**src/rtl/core/circ_pkg.sv**
```systemverilog
// Shared constants and operation codes for the circle outline rasterizer.
`default_nettype none

package circ_pkg;

  localparam int COORD_BITS_DEF  = 16;
  localparam int RADIUS_BITS_DEF = 14;

  localparam int PIXELS_PER_STEP = 8;
  localparam int PIX_IDX_BITS    = $clog2(PIXELS_PER_STEP);

  typedef enum logic [0:0] {
    OP_START = 1'b0,
    OP_STEP  = 1'b1
  } circ_op_t;

endpackage

`default_nettype wire

```
**src/rtl/core/circ_if.sv**
```systemverilog
// Valid/ready channel interfaces for the input items and the emitted pixels.
`default_nettype none

interface circ_in_if #(
  parameter int COORD_BITS  = circ_pkg::COORD_BITS_DEF,
  parameter int RADIUS_BITS = circ_pkg::RADIUS_BITS_DEF
);
  logic                          valid;
  logic                          ready;
  logic                          operation;
  logic signed [COORD_BITS-1:0]  center_x;
  logic signed [COORD_BITS-1:0]  center_y;
  logic        [RADIUS_BITS-1:0] radius;

  modport source (output valid, operation, center_x, center_y, radius, input ready);
  modport sink   (input valid, operation, center_x, center_y, radius, output ready);
endinterface

interface circ_out_if #(
  parameter int COORD_BITS = circ_pkg::COORD_BITS_DEF
);
  logic                        valid;
  logic                        ready;
  logic signed [COORD_BITS:0]  pixel_x;
  logic signed [COORD_BITS:0]  pixel_y;
  logic                        last;
  logic                        done_res;

  modport source (output valid, pixel_x, pixel_y, last, done_res, input ready);
  modport sink   (input valid, pixel_x, pixel_y, last, done_res, output ready);
endinterface

`default_nettype wire

```
**src/rtl/core/circle_outline_rasterizer.sv**
```systemverilog
// Circle outline rasterizer: integer midpoint-style octant walk with 8-way mirroring.
// A step item goes to the emitter snapshot; its pixels then load the output register.
// Throughput: one pixel per cycle while the output is ready; a step emits 8 pixels,
//   a finished-outline step one done result, a start item no result.
// The next item is taken in the cycle the current step's final pixel is loaded.
// Reset (synchronous, active low) clears the walk state, so a step right after reset is done.
`default_nettype none

module circle_outline_rasterizer
  import circ_pkg::*;
#(
  parameter int COORD_BITS  = COORD_BITS_DEF,
  parameter int RADIUS_BITS = RADIUS_BITS_DEF
) (
  input  wire logic  clk,
  input  wire logic  rst_n,
  circ_in_if.sink    in_ch,
  circ_out_if.source out_ch
);

  localparam int OUT_BITS = COORD_BITS + 1;
  localparam int DEC_BITS = RADIUS_BITS + 3;
  localparam int WB = ((COORD_BITS > RADIUS_BITS) ? COORD_BITS : RADIUS_BITS) + 2;

  // walk state
  logic signed [COORD_BITS-1:0]  cx_r, cy_r;
  logic        [RADIUS_BITS-1:0] rad_r, x_r, y_r;
  logic signed [DEC_BITS-1:0]    d_r;

  // emitter snapshot
  logic                          busy_r;
  logic                          edone_r;
  logic        [PIX_IDX_BITS-1:0] idx_r;
  logic signed [COORD_BITS-1:0]  ecx_r, ecy_r;
  logic        [RADIUS_BITS-1:0] ex_r, ey_r;

  // output register
  logic                          ov_r;
  logic signed [OUT_BITS-1:0]    px_r, py_r;
  logic                          last_r, done_r;

  logic                          load;
  logic                          load_last;
  logic                          in_xfer;
  logic                          is_start;
  logic                          walk_done;

  logic                          swap, neg_x, neg_y;
  logic        [RADIUS_BITS-1:0] dx, dy;
  logic signed [WB-1:0]          cxw, cyw, dxw, dyw, pxw, pyw;

  logic signed [DEC_BITS-1:0]    two_x, two_y, two_ry, d_nxt;
  logic        [RADIUS_BITS-1:0] x_nxt, y_nxt;

  assign load      = busy_r && (!ov_r || out_ch.ready);
  assign load_last = load && (edone_r || (idx_r == PIX_IDX_BITS'(PIXELS_PER_STEP - 1)));
  assign in_ch.ready = !busy_r || load_last;
  assign in_xfer   = in_ch.valid && in_ch.ready;
  assign is_start  = (in_ch.operation == OP_START);
  assign walk_done = (x_r >= y_r);

  // mirror selection: bit 0 swaps the offsets, bit 1 negates the column, bit 2 the row
  always_comb begin
    swap  = idx_r[0];
    neg_x = idx_r[1];
    neg_y = idx_r[2];
    dx    = swap ? ey_r : ex_r;
    dy    = swap ? ex_r : ey_r;
    cxw   = WB'(ecx_r);
    cyw   = WB'(ecy_r);
    dxw   = signed'(WB'(dx));
    dyw   = signed'(WB'(dy));
    pxw   = neg_x ? (cxw - dxw) : (cxw + dxw);
    pyw   = neg_y ? (cyw - dyw) : (cyw + dyw);
  end

  // decision update for the next octant position
  always_comb begin
    two_x  = signed'({2'b00, x_r, 1'b0});
    two_y  = signed'({2'b00, y_r, 1'b0});
    two_ry = signed'({2'b00, rad_r, 1'b0}) - two_y;
    priority if (d_r >= two_x) begin
      d_nxt = d_r - two_x - DEC_BITS'(1);
      x_nxt = x_r + RADIUS_BITS'(1);
      y_nxt = y_r;
    end else if (d_r < two_ry) begin
      d_nxt = d_r + two_y - DEC_BITS'(1);
      x_nxt = x_r;
      y_nxt = y_r - RADIUS_BITS'(1);
    end else begin
      d_nxt = d_r + two_y - two_x - DEC_BITS'(2);
      x_nxt = x_r + RADIUS_BITS'(1);
      y_nxt = y_r - RADIUS_BITS'(1);
    end
  end

  always_ff @(posedge clk) begin
    if (!rst_n) begin
      cx_r    <= '0;
      cy_r    <= '0;
      rad_r   <= '0;
      x_r     <= '0;
      y_r     <= '0;
      d_r     <= '0;
      busy_r  <= 1'b0;
      edone_r <= 1'b0;
      idx_r   <= '0;
      ov_r    <= 1'b0;
    end else begin
      // drop the shown result once taken
      if (out_ch.ready) begin
        ov_r <= 1'b0;
      end
      if (load) begin
        ov_r  <= 1'b1;
        idx_r <= idx_r + PIX_IDX_BITS'(1);
        if (load_last) begin
          busy_r <= 1'b0;
        end
      end

      if (in_xfer) begin
        if (is_start) begin
          cx_r  <= in_ch.center_x;
          cy_r  <= in_ch.center_y;
          rad_r <= in_ch.radius;
          x_r   <= '0;
          y_r   <= in_ch.radius;
          d_r   <= signed'({3'b000, in_ch.radius}) - DEC_BITS'(1);
        end else begin
          busy_r  <= 1'b1;
          edone_r <= walk_done;
          idx_r   <= '0;
          if (!walk_done) begin
            x_r <= x_nxt;
            y_r <= y_nxt;
            d_r <= d_nxt;
          end
        end
      end
    end
  end

  // payload registers: snapshot and output data
  always_ff @(posedge clk) begin
    if (in_xfer && !is_start) begin
      ecx_r <= cx_r;
      ecy_r <= cy_r;
      ex_r  <= x_r;
      ey_r  <= y_r;
    end
    if (load) begin
      px_r   <= edone_r ? '0 : pxw[OUT_BITS-1:0];
      py_r   <= edone_r ? '0 : pyw[OUT_BITS-1:0];
      last_r <= load_last;
      done_r <= edone_r;
    end
  end

  assign out_ch.valid    = ov_r;
  assign out_ch.pixel_x  = px_r;
  assign out_ch.pixel_y  = py_r;
  assign out_ch.last     = last_r;
  assign out_ch.done_res = done_r;

endmodule

`default_nettype wire

```
**src/flat_wrapper.sv**
```systemverilog
// flat-port wrapper written by rule: the top's interface ports become plain ports
module circle_outline_rasterizer_flat import circ_pkg::*;
#(
  parameter int COORD_BITS  = COORD_BITS_DEF,
  parameter int RADIUS_BITS = RADIUS_BITS_DEF
)
  (clk, rst_n, in_ch_valid, in_ch_operation, in_ch_center_x, in_ch_center_y, in_ch_radius, in_ch_ready, out_ch_valid, out_ch_pixel_x, out_ch_pixel_y, out_ch_last, out_ch_done_res, out_ch_ready);
  circ_in_if #(.COORD_BITS(COORD_BITS), .RADIUS_BITS(RADIUS_BITS)) in_ch_i ();
  circ_out_if #(.COORD_BITS(COORD_BITS)) out_ch_i ();
  input  wire logic clk;
  input  wire logic rst_n;
  input wire logic [$bits(in_ch_i.valid)-1:0] in_ch_valid;
  input wire logic [$bits(in_ch_i.operation)-1:0] in_ch_operation;
  input wire logic [$bits(in_ch_i.center_x)-1:0] in_ch_center_x;
  input wire logic [$bits(in_ch_i.center_y)-1:0] in_ch_center_y;
  input wire logic [$bits(in_ch_i.radius)-1:0] in_ch_radius;
  output wire logic [$bits(in_ch_i.ready)-1:0] in_ch_ready;
  output wire logic [$bits(out_ch_i.valid)-1:0] out_ch_valid;
  output wire logic [$bits(out_ch_i.pixel_x)-1:0] out_ch_pixel_x;
  output wire logic [$bits(out_ch_i.pixel_y)-1:0] out_ch_pixel_y;
  output wire logic [$bits(out_ch_i.last)-1:0] out_ch_last;
  output wire logic [$bits(out_ch_i.done_res)-1:0] out_ch_done_res;
  input wire logic [$bits(out_ch_i.ready)-1:0] out_ch_ready;
  assign in_ch_i.valid = in_ch_valid;
  assign in_ch_i.operation = in_ch_operation;
  assign in_ch_i.center_x = in_ch_center_x;
  assign in_ch_i.center_y = in_ch_center_y;
  assign in_ch_i.radius = in_ch_radius;
  assign in_ch_ready = in_ch_i.ready;
  assign out_ch_valid = out_ch_i.valid;
  assign out_ch_pixel_x = out_ch_i.pixel_x;
  assign out_ch_pixel_y = out_ch_i.pixel_y;
  assign out_ch_last = out_ch_i.last;
  assign out_ch_done_res = out_ch_i.done_res;
  assign out_ch_i.ready = out_ch_ready;
  circle_outline_rasterizer #(.COORD_BITS(COORD_BITS), .RADIUS_BITS(RADIUS_BITS)) u_core (.clk(clk), .rst_n(rst_n), .in_ch(in_ch_i), .out_ch(out_ch_i));
endmodule
```
**config.mk**
```make
export PLATFORM = sky130hd
export DESIGN_NAME = circle_outline_rasterizer_flat
export DESIGN_NICKNAME = d
export VERILOG_FILES = /design/src/rtl/core/circ_pkg.sv /design/src/rtl/core/circ_if.sv /design/src/rtl/core/circle_outline_rasterizer.sv /design/src/flat_wrapper.sv
export SDC_FILE = /design/constraint.sdc
export NUM_CORES = 1
export LEC_CHECK = 0
export ABC_AREA = 1
export BUFFER_PORTS_ARGS = -buffer_cell sky130_fd_sc_hd__clkbuf_2
export CAP_MARGIN = 0
export CELL_PAD_IN_SITES_DETAIL_PLACEMENT = 1
export CELL_PAD_IN_SITES_GLOBAL_PLACEMENT = 2
export CORE_UTILIZATION = 36
export DETAILED_ROUTE_END_ITERATION = 6
export GPL_TIMING_DRIVEN = 0
export PLACE_DENSITY_LB_ADDON = 0.08
export SKIP_CTS_REPAIR_TIMING = 1
export SLEW_MARGIN = 25
export SYNTH_ARGS = -nofsm -noshare
export SYNTH_HDL_FRONTEND = slang
export SYNTH_SLANG_ARGS = --single-unit
```
**constraint.sdc**
```tcl
create_clock -name clk -period 6.3 [get_ports clk]
set_clock_uncertainty 0.15 [all_clocks]
set_input_delay 0.63 -clock clk [delete_from_list [all_inputs] [get_ports clk]]
set_output_delay 0.63 -clock clk [all_outputs]
set_load 0.05 [all_outputs]
```
# == After elaboration in Yosys (flattened, before gate mapping) ==
# Index checks and enable logic that the tools add are counted.
# totals
output_inout_bits,38
ramBits,0
mem_count,0
mem_bits_ro,0
reg_bits,193
latch_bits,0
input_bits,51
wordCells,80
# classes
mul,0
shifts,0
n_mux,24
bitwise_logic,1
n_addsub,15
eq_ne,4
n_reduce_logical,15
div_mod_pow,0
magnitude_cmp,3
# op_table
cell,n
$mux 14,9
$mux 17,6
$add 16x15->17,2
$sub 16x15->17,2
$sub 17x16->17,2
$sub 17x2->17 const B,2
$add 17x16->17,1
$ge 17x16->1,1
$lt 17x17->1,1
$sub 17x3->17 const B,1
$sub 15x15->16,1
$sub 14x1->15 const B,1
$add 14x1->14 const B,1
$ge 14x14->1,1
$sub 14x1->14 const B,1
$mux 3,3
$mux 1,6
$reduce_and 2->1,3
$reduce_and 3->1,2
$logic_and 1x1->1,4
$ne 2x2->1 const B,2
$add 3x1->3 const B,1
$eq 3x3->1 const B,1
$logic_or 1x1->1,3
other kinds (4),5

# == Logic depth before layout (Yosys ltp) ==
# logic_depth
word_depth,8
mapped_depth,29
mapped_depth_nobuf,28

# == Worst setup path after synthesis ==
# OpenSTA, ideal clock, no wires.
# synth_timing
path_kind,in2reg
from,input port out_ch_ready
to,register u_core.d_r[13]
stages,11
slack_ps,1250
setup_time_ps,121
path_buffers,0
required_time_ps,6029
t_arrival_ps,4779
cell_sequence,inv_1 nand2_1 nand2_2 nor2_1 nor2_1 inv_2 nand2_2 nor2_1 inv_1 o22ai_1 a21oi_1
# synth_via
elab_chain_len,6
# synth_lines
item,line,source
start: declaration,flat_wrapper.sv:23,input wire logic [$bits(out_ch_i.ready)-1:0] out_ch_ready;
$logic_or 1x1->1,circle_outline_rasterizer.sv:55,assign load = busy_r && (!ov_r || out_ch.ready);
$logic_and 1x1->1,circle_outline_rasterizer.sv:55,
$logic_and 1x1->1,circle_outline_rasterizer.sv:56,assign load_last = load && (edone_r || (idx_r == PIX_IDX_BITS'(PIXELS_PER_STEP - 1)));
net u_core.load_last,circle_outline_rasterizer.sv:43,logic load_last;
$logic_or 1x1->1,circle_outline_rasterizer.sv:57,assign in_ch.ready = !busy_r || load_last;
net in_ch_ready,flat_wrapper.sv:17,output wire logic [$bits(in_ch_i.ready)-1:0] in_ch_ready;
$logic_and 1x1->1,circle_outline_rasterizer.sv:58,assign in_xfer = in_ch.valid && in_ch.ready;
$reduce_and 2->1 (no line),--,
end signal: assignment,circle_outline_rasterizer.sv:129,"d_r <= signed'({3'b000, in_ch.radius}) - DEC_BITS'(1);"
end signal: assignment,circle_outline_rasterizer.sv:137,d_r <= d_nxt;
end: declaration,circle_outline_rasterizer.sv:28,logic signed [DEC_BITS-1:0] d_r;
# The timed path passes the listed nets, and every way through them passes these cells.
# A chain may end at the register's enable or synchronous reset.

# == Worst setup path in the final report ==
# layout_timing
from,register u_core.y_r[1]
to,register u_core.d_r[3]
# layout_via
elab_chain_len,7
word_cells_on_any_way,13
cone_classes,add/sub: 5; order compare: 2; eq/ne: 1; mux: 4; reduce/logical: 1
# layout_lines
item,line,source
start: declaration,circle_outline_rasterizer.sv:27,"logic [RADIUS_BITS-1:0] rad_r, x_r, y_r;"
start signal: assignment,circle_outline_rasterizer.sv:128,y_r <= in_ch.radius;
start signal: assignment,circle_outline_rasterizer.sv:136,y_r <= y_nxt;
$add 17x16->17,"circle_outline_rasterizer.sv:87, circle_outline_rasterizer.sv:91",
$sub 17x16->17,circle_outline_rasterizer.sv:91,d_nxt = d_r + two_y - two_x - DEC_BITS'(2);
$sub 17x3->17,circle_outline_rasterizer.sv:91,
$mux 17,circle_outline_rasterizer.sv:86,end else if (d_r < two_ry) begin
$mux 17,circle_outline_rasterizer.sv:82,priority if (d_r >= two_x) begin
$mux 17,circle_outline_rasterizer.sv:134,if (!walk_done) begin
$mux 17,circle_outline_rasterizer.sv:123,if (is_start) begin
# Parallel ways exist; a longest one is shown, timed or not. The select of a mux whose other input is x is not followed.

==> impl_results.rst <==
.. list-table::
   :header-rows: 1

   * - Metric
     - Value
   * - Synthesized net count
     - 2147
   * - Share of Yosys cell area claimed by the top area cell type
     - 0.201
   * - Final cell area excluding filler cells
     - 16000 µm²
   * - Leakage component of the power
     - 7.53 nW
   * - Number of buffers added by the clock tree synthesis step
     - 17
   * - Critical path type
     - reg2reg
   * - WL per Instance
     - 19.3 µm
   * - Pre-antenna DRT Iters
     - 4
   * - Synthesis-stage register bit count
     - 193
   * - Clk sinks
     - 193
   * - Final worst path period need
     - 4.96 ns
   * - Number of maximum-capacitance violations
     - 0
   * - Req. time, crit path
     - 6.48 ns
   * - Setup ws final
     - 1.34 ns
   * - Critical Path Start Type
     - flip-flop
   * - Multi-input combinational cell area
     - 8190 µm²
   * - Clock tree root buffer cell
     - clkbuf_16
   * - Final setup viols
     - 0
   * - Mapped Cells
     - 1953
   * - Sequential cell area fraction in the yosys report
     - 0.337
   * - Hold violation count in the final report
     - 0
   * - Path class of the lowest-slack min-delay path
     - in2reg
   * - Number of antenna violations at the first check in global routing
     - 0
   * - Layout filler cell count
     - 4981
   * - RSZ-0062 raised after global routing
     - false
   * - Power density over the cells
     - 479 nW/µm²
   * - Full die area
     - 40600 µm²
   * - Remaining DRCs
     - 0
   * - Number of violations reported at the end of detailed-routing iteration 0
     - 564
   * - Post-route fraction of the period consumed by the critical path
     - 0.787
   * - Via Count
     - 13300
   * - Antenna-violating nets left
     - 0
   * - Core ar.
     - 38900 µm²
   * - Clock-pin slew of the registers on the worst-case setup and hold paths
     - 0.08 ns
   * - Number of global-route vias before repair
     - 13900
   * - Final #Nets
     - 2256
   * - Starting Density
     - 0.368
   * - Die height
     - 201 µm
   * - CTS tree
     - done
   * - Latest clock arrival within the worst-skew pair
     - 0.45 ns
   * - Worst-path fanout max
     - 10
   * - Share of async-settable or async-resettable flops after synthesis
     - 0
   * - Slew of the pin with the lowest slew margin
     - 0.883 ns
   * - Area after detailed placement
     - 15500 µm²
   * - Mapped Avg Cell Area
     - 7.33 µm²
   * - Tightest slew margin relative to the limit
     - 0.405
   * - Number of distinct library cells after synthesis
     - 54
   * - Mapped cell area
     - 14300 µm²
   * - Count of boundary I/O pins
     - 89
   * - Most used standard cell by instance count after synthesis
     - nand2_1
   * - Diode count
     - 0
   * - Horizontal die dimension
     - 201 µm
   * - Worst slack after detailed placement
     - 1.34 ns
   * - Clock buffer depth
     - 2
   * - Post-DP HPWL
     - 42.3 mm
   * - First-pass GRT wire length
     - 78.8 mm
   * - Total GRT Usage
     - 0.252
   * - Weighted congestion reported at the end of routability-driven placement
     - 0.932
   * - Maximum level of the CTS H-tree
     - 4
   * - Final sum of negative setup slack
     - 0 ns
   * - Via density
     - 5.11
   * - Area growth, synth to finish
     - 12.0%
   * - Share of layout cells above drive strength 1
     - 0.0877
   * - Total length of routed wires
     - 50.2 mm
   * - Arrival time worst endpoint
     - 5.13 ns
   * - Commonest cells in the synthesized netlist
     - nand2_1, inv_1, nor2_1, a21oi_1, ha_1
   * - Maximum VDD drop
     - 0.000299 V
   * - Storage element area
     - 4820 µm²
   * - Cell row count
     - 72
   * - Power consumption
     - 7.67 mW
   * - FMAX
     - 202 MHz
   * - CP endpoint kind
     - flip-flop
   * - Cell accounting for the most synthesized area
     - edfxtp_1
   * - Largest net degree at the start of global routing
     - 34
   * - Prevailing post-synth register cell
     - dfxtp_1
   * - Synth Warn #
     - 0
   * - Grt ovf
     - 0
   * - Top post-synthesis cells by area
     - edfxtp_1, dfxtp_1, ha_1, nand2_1, inv_1
   * - Port buffer count
     - 87
   * - Outcome
     - completed
   * - Number of synthesized flops with an enable pin
     - 96
   * - Pins over their slew limit
     - 0
per-stage QoR:
step	hold WS (ns)	std cells	util
2_1_floorplan	0.253	1953	-
3_3_place_gp	0.258	2558	0.396
3_5_place_dp	0.261	2561	0.398
4_1_cts	0.241	2593	0.412
5_1_grt	0.251	2593	0.412
6_report	0.257	2593	0.412
layer usage:
layer / GRT usage / routed length (µm) / vias up
met5: 0 / 0 / -
li1: - / - / 6721
met2: 0.475 / 25800 / 190
met4: 0.0698 / 1150 / 0
met1: 0.302 / 21900 / 6304
met3: 0.0227 / 1250 / 48
worst max-delay path: stages (launching register included):
cell,delay [ns]
dfxtp_1,0.52
inv_1,0.23
fa_1,0.49
nand3_1,0.10
nand2_1,0.10
nand2_1,0.10
o211ai_1,0.12
nand2_1,0.09
nand2_1,0.07
a21oi_1,0.19
o21ai_0,0.17
a21oi_1,0.16
o21bai_1,0.12
ha_1,0.37
nand4_1,0.15
a31oi_1,0.18
nor2_1,0.07
nand2_1,0.07
nand2_1,0.04
nand2_1,0.11
clkbuf_1,0.47
nand2_1,0.26
inv_2,0.20
nand2_1,0.08
nand3_1,0.14
a21oi_1,0.08
state kept, by name (all words and copies together) (netlist names), 3 cells and up:
register               flops
u_core.d_r                17
u_core.out_ch.pixel_x     17
u_core.out_ch.pixel_y     17
u_core.cx_r               16
u_core.cy_r               16
u_core.ecx_r              16
u_core.ecy_r              16
u_core.ex_r               14
u_core.ey_r               14
u_core.rad_r              14
u_core.x_r                14
u_core.y_r                14
u_core.idx_r               3
worst paths after layout:
check	startpoint	to	slack, ns	cells past startpoint
hold / removal	in_ch_center_y[14]	u_core.cy_r[14]	0.26	3
setup / recovery	u_core.y_r[1]	u_core.d_r[3]	1.34	25
setup reg to reg	u_core.y_r[1]	u_core.d_r[3]	1.34	25
hold reg to reg	u_core.cy_r[8]	u_core.ecy_r[8]	0.28	0
layout make-up:
type,instances,area share
Tap cell,518,0.0404
Multi-Input combinational cell,1428,0.511
Clock buffer,22,0.0304
Clock inverter,10,0.00468
Sequential cell,193,0.301
Buffer,45,0.0142
Inverter,287,0.0672
Timing Repair Buffer,90,0.0314
power by group:
group	switching, mW	internal (mW)
combinational	3.15	1.66
clock	0.520	0.556
sequential	0.264	1.52
layout by cell type (no fill, tap or decap), types with 6 or more instances in the layout:
master     synthesis  routed
nand2_1          408     408
inv_1            271     270
nor2_1           196     195
a21oi_1          171     171
ha_1             137     137
o21ai_0          133     133
dfxtp_1           97      97
edfxtp_1          96      96
clkbuf_2           0      87
nand3_1           84      84
xor2_1            67      67
o21ai_1           33      33
clkbuf_1          29      32
nand4_1           29      29
nor3_1            24      24
clkbuf_16          0      19
xnor2_1           18      18
inv_2             15      16
o31ai_1           10      10
a31oi_1           10      10
o21a_1            10      10
nor2_2             9       9
nand2_2            7       7
buf_4              7       7
nor4_1             7       7
nand3b_1           7       7
a32o_1             7       7
a211oi_1           6       6
fa_1               6       6
logic make-up after synthesis:
logic type	count (synthesis)	synth area share
XOR/XNOR	85	0.0520
flip-flops	193	0.337
AO/OA/AOI/OAI	412	0.159
adder cells (fa/ha/maj)	143	0.128
AND/OR/NAND/NOR	788	0.232
buffers and inverters	332	0.0912
(Power assumes the default switching activity.)
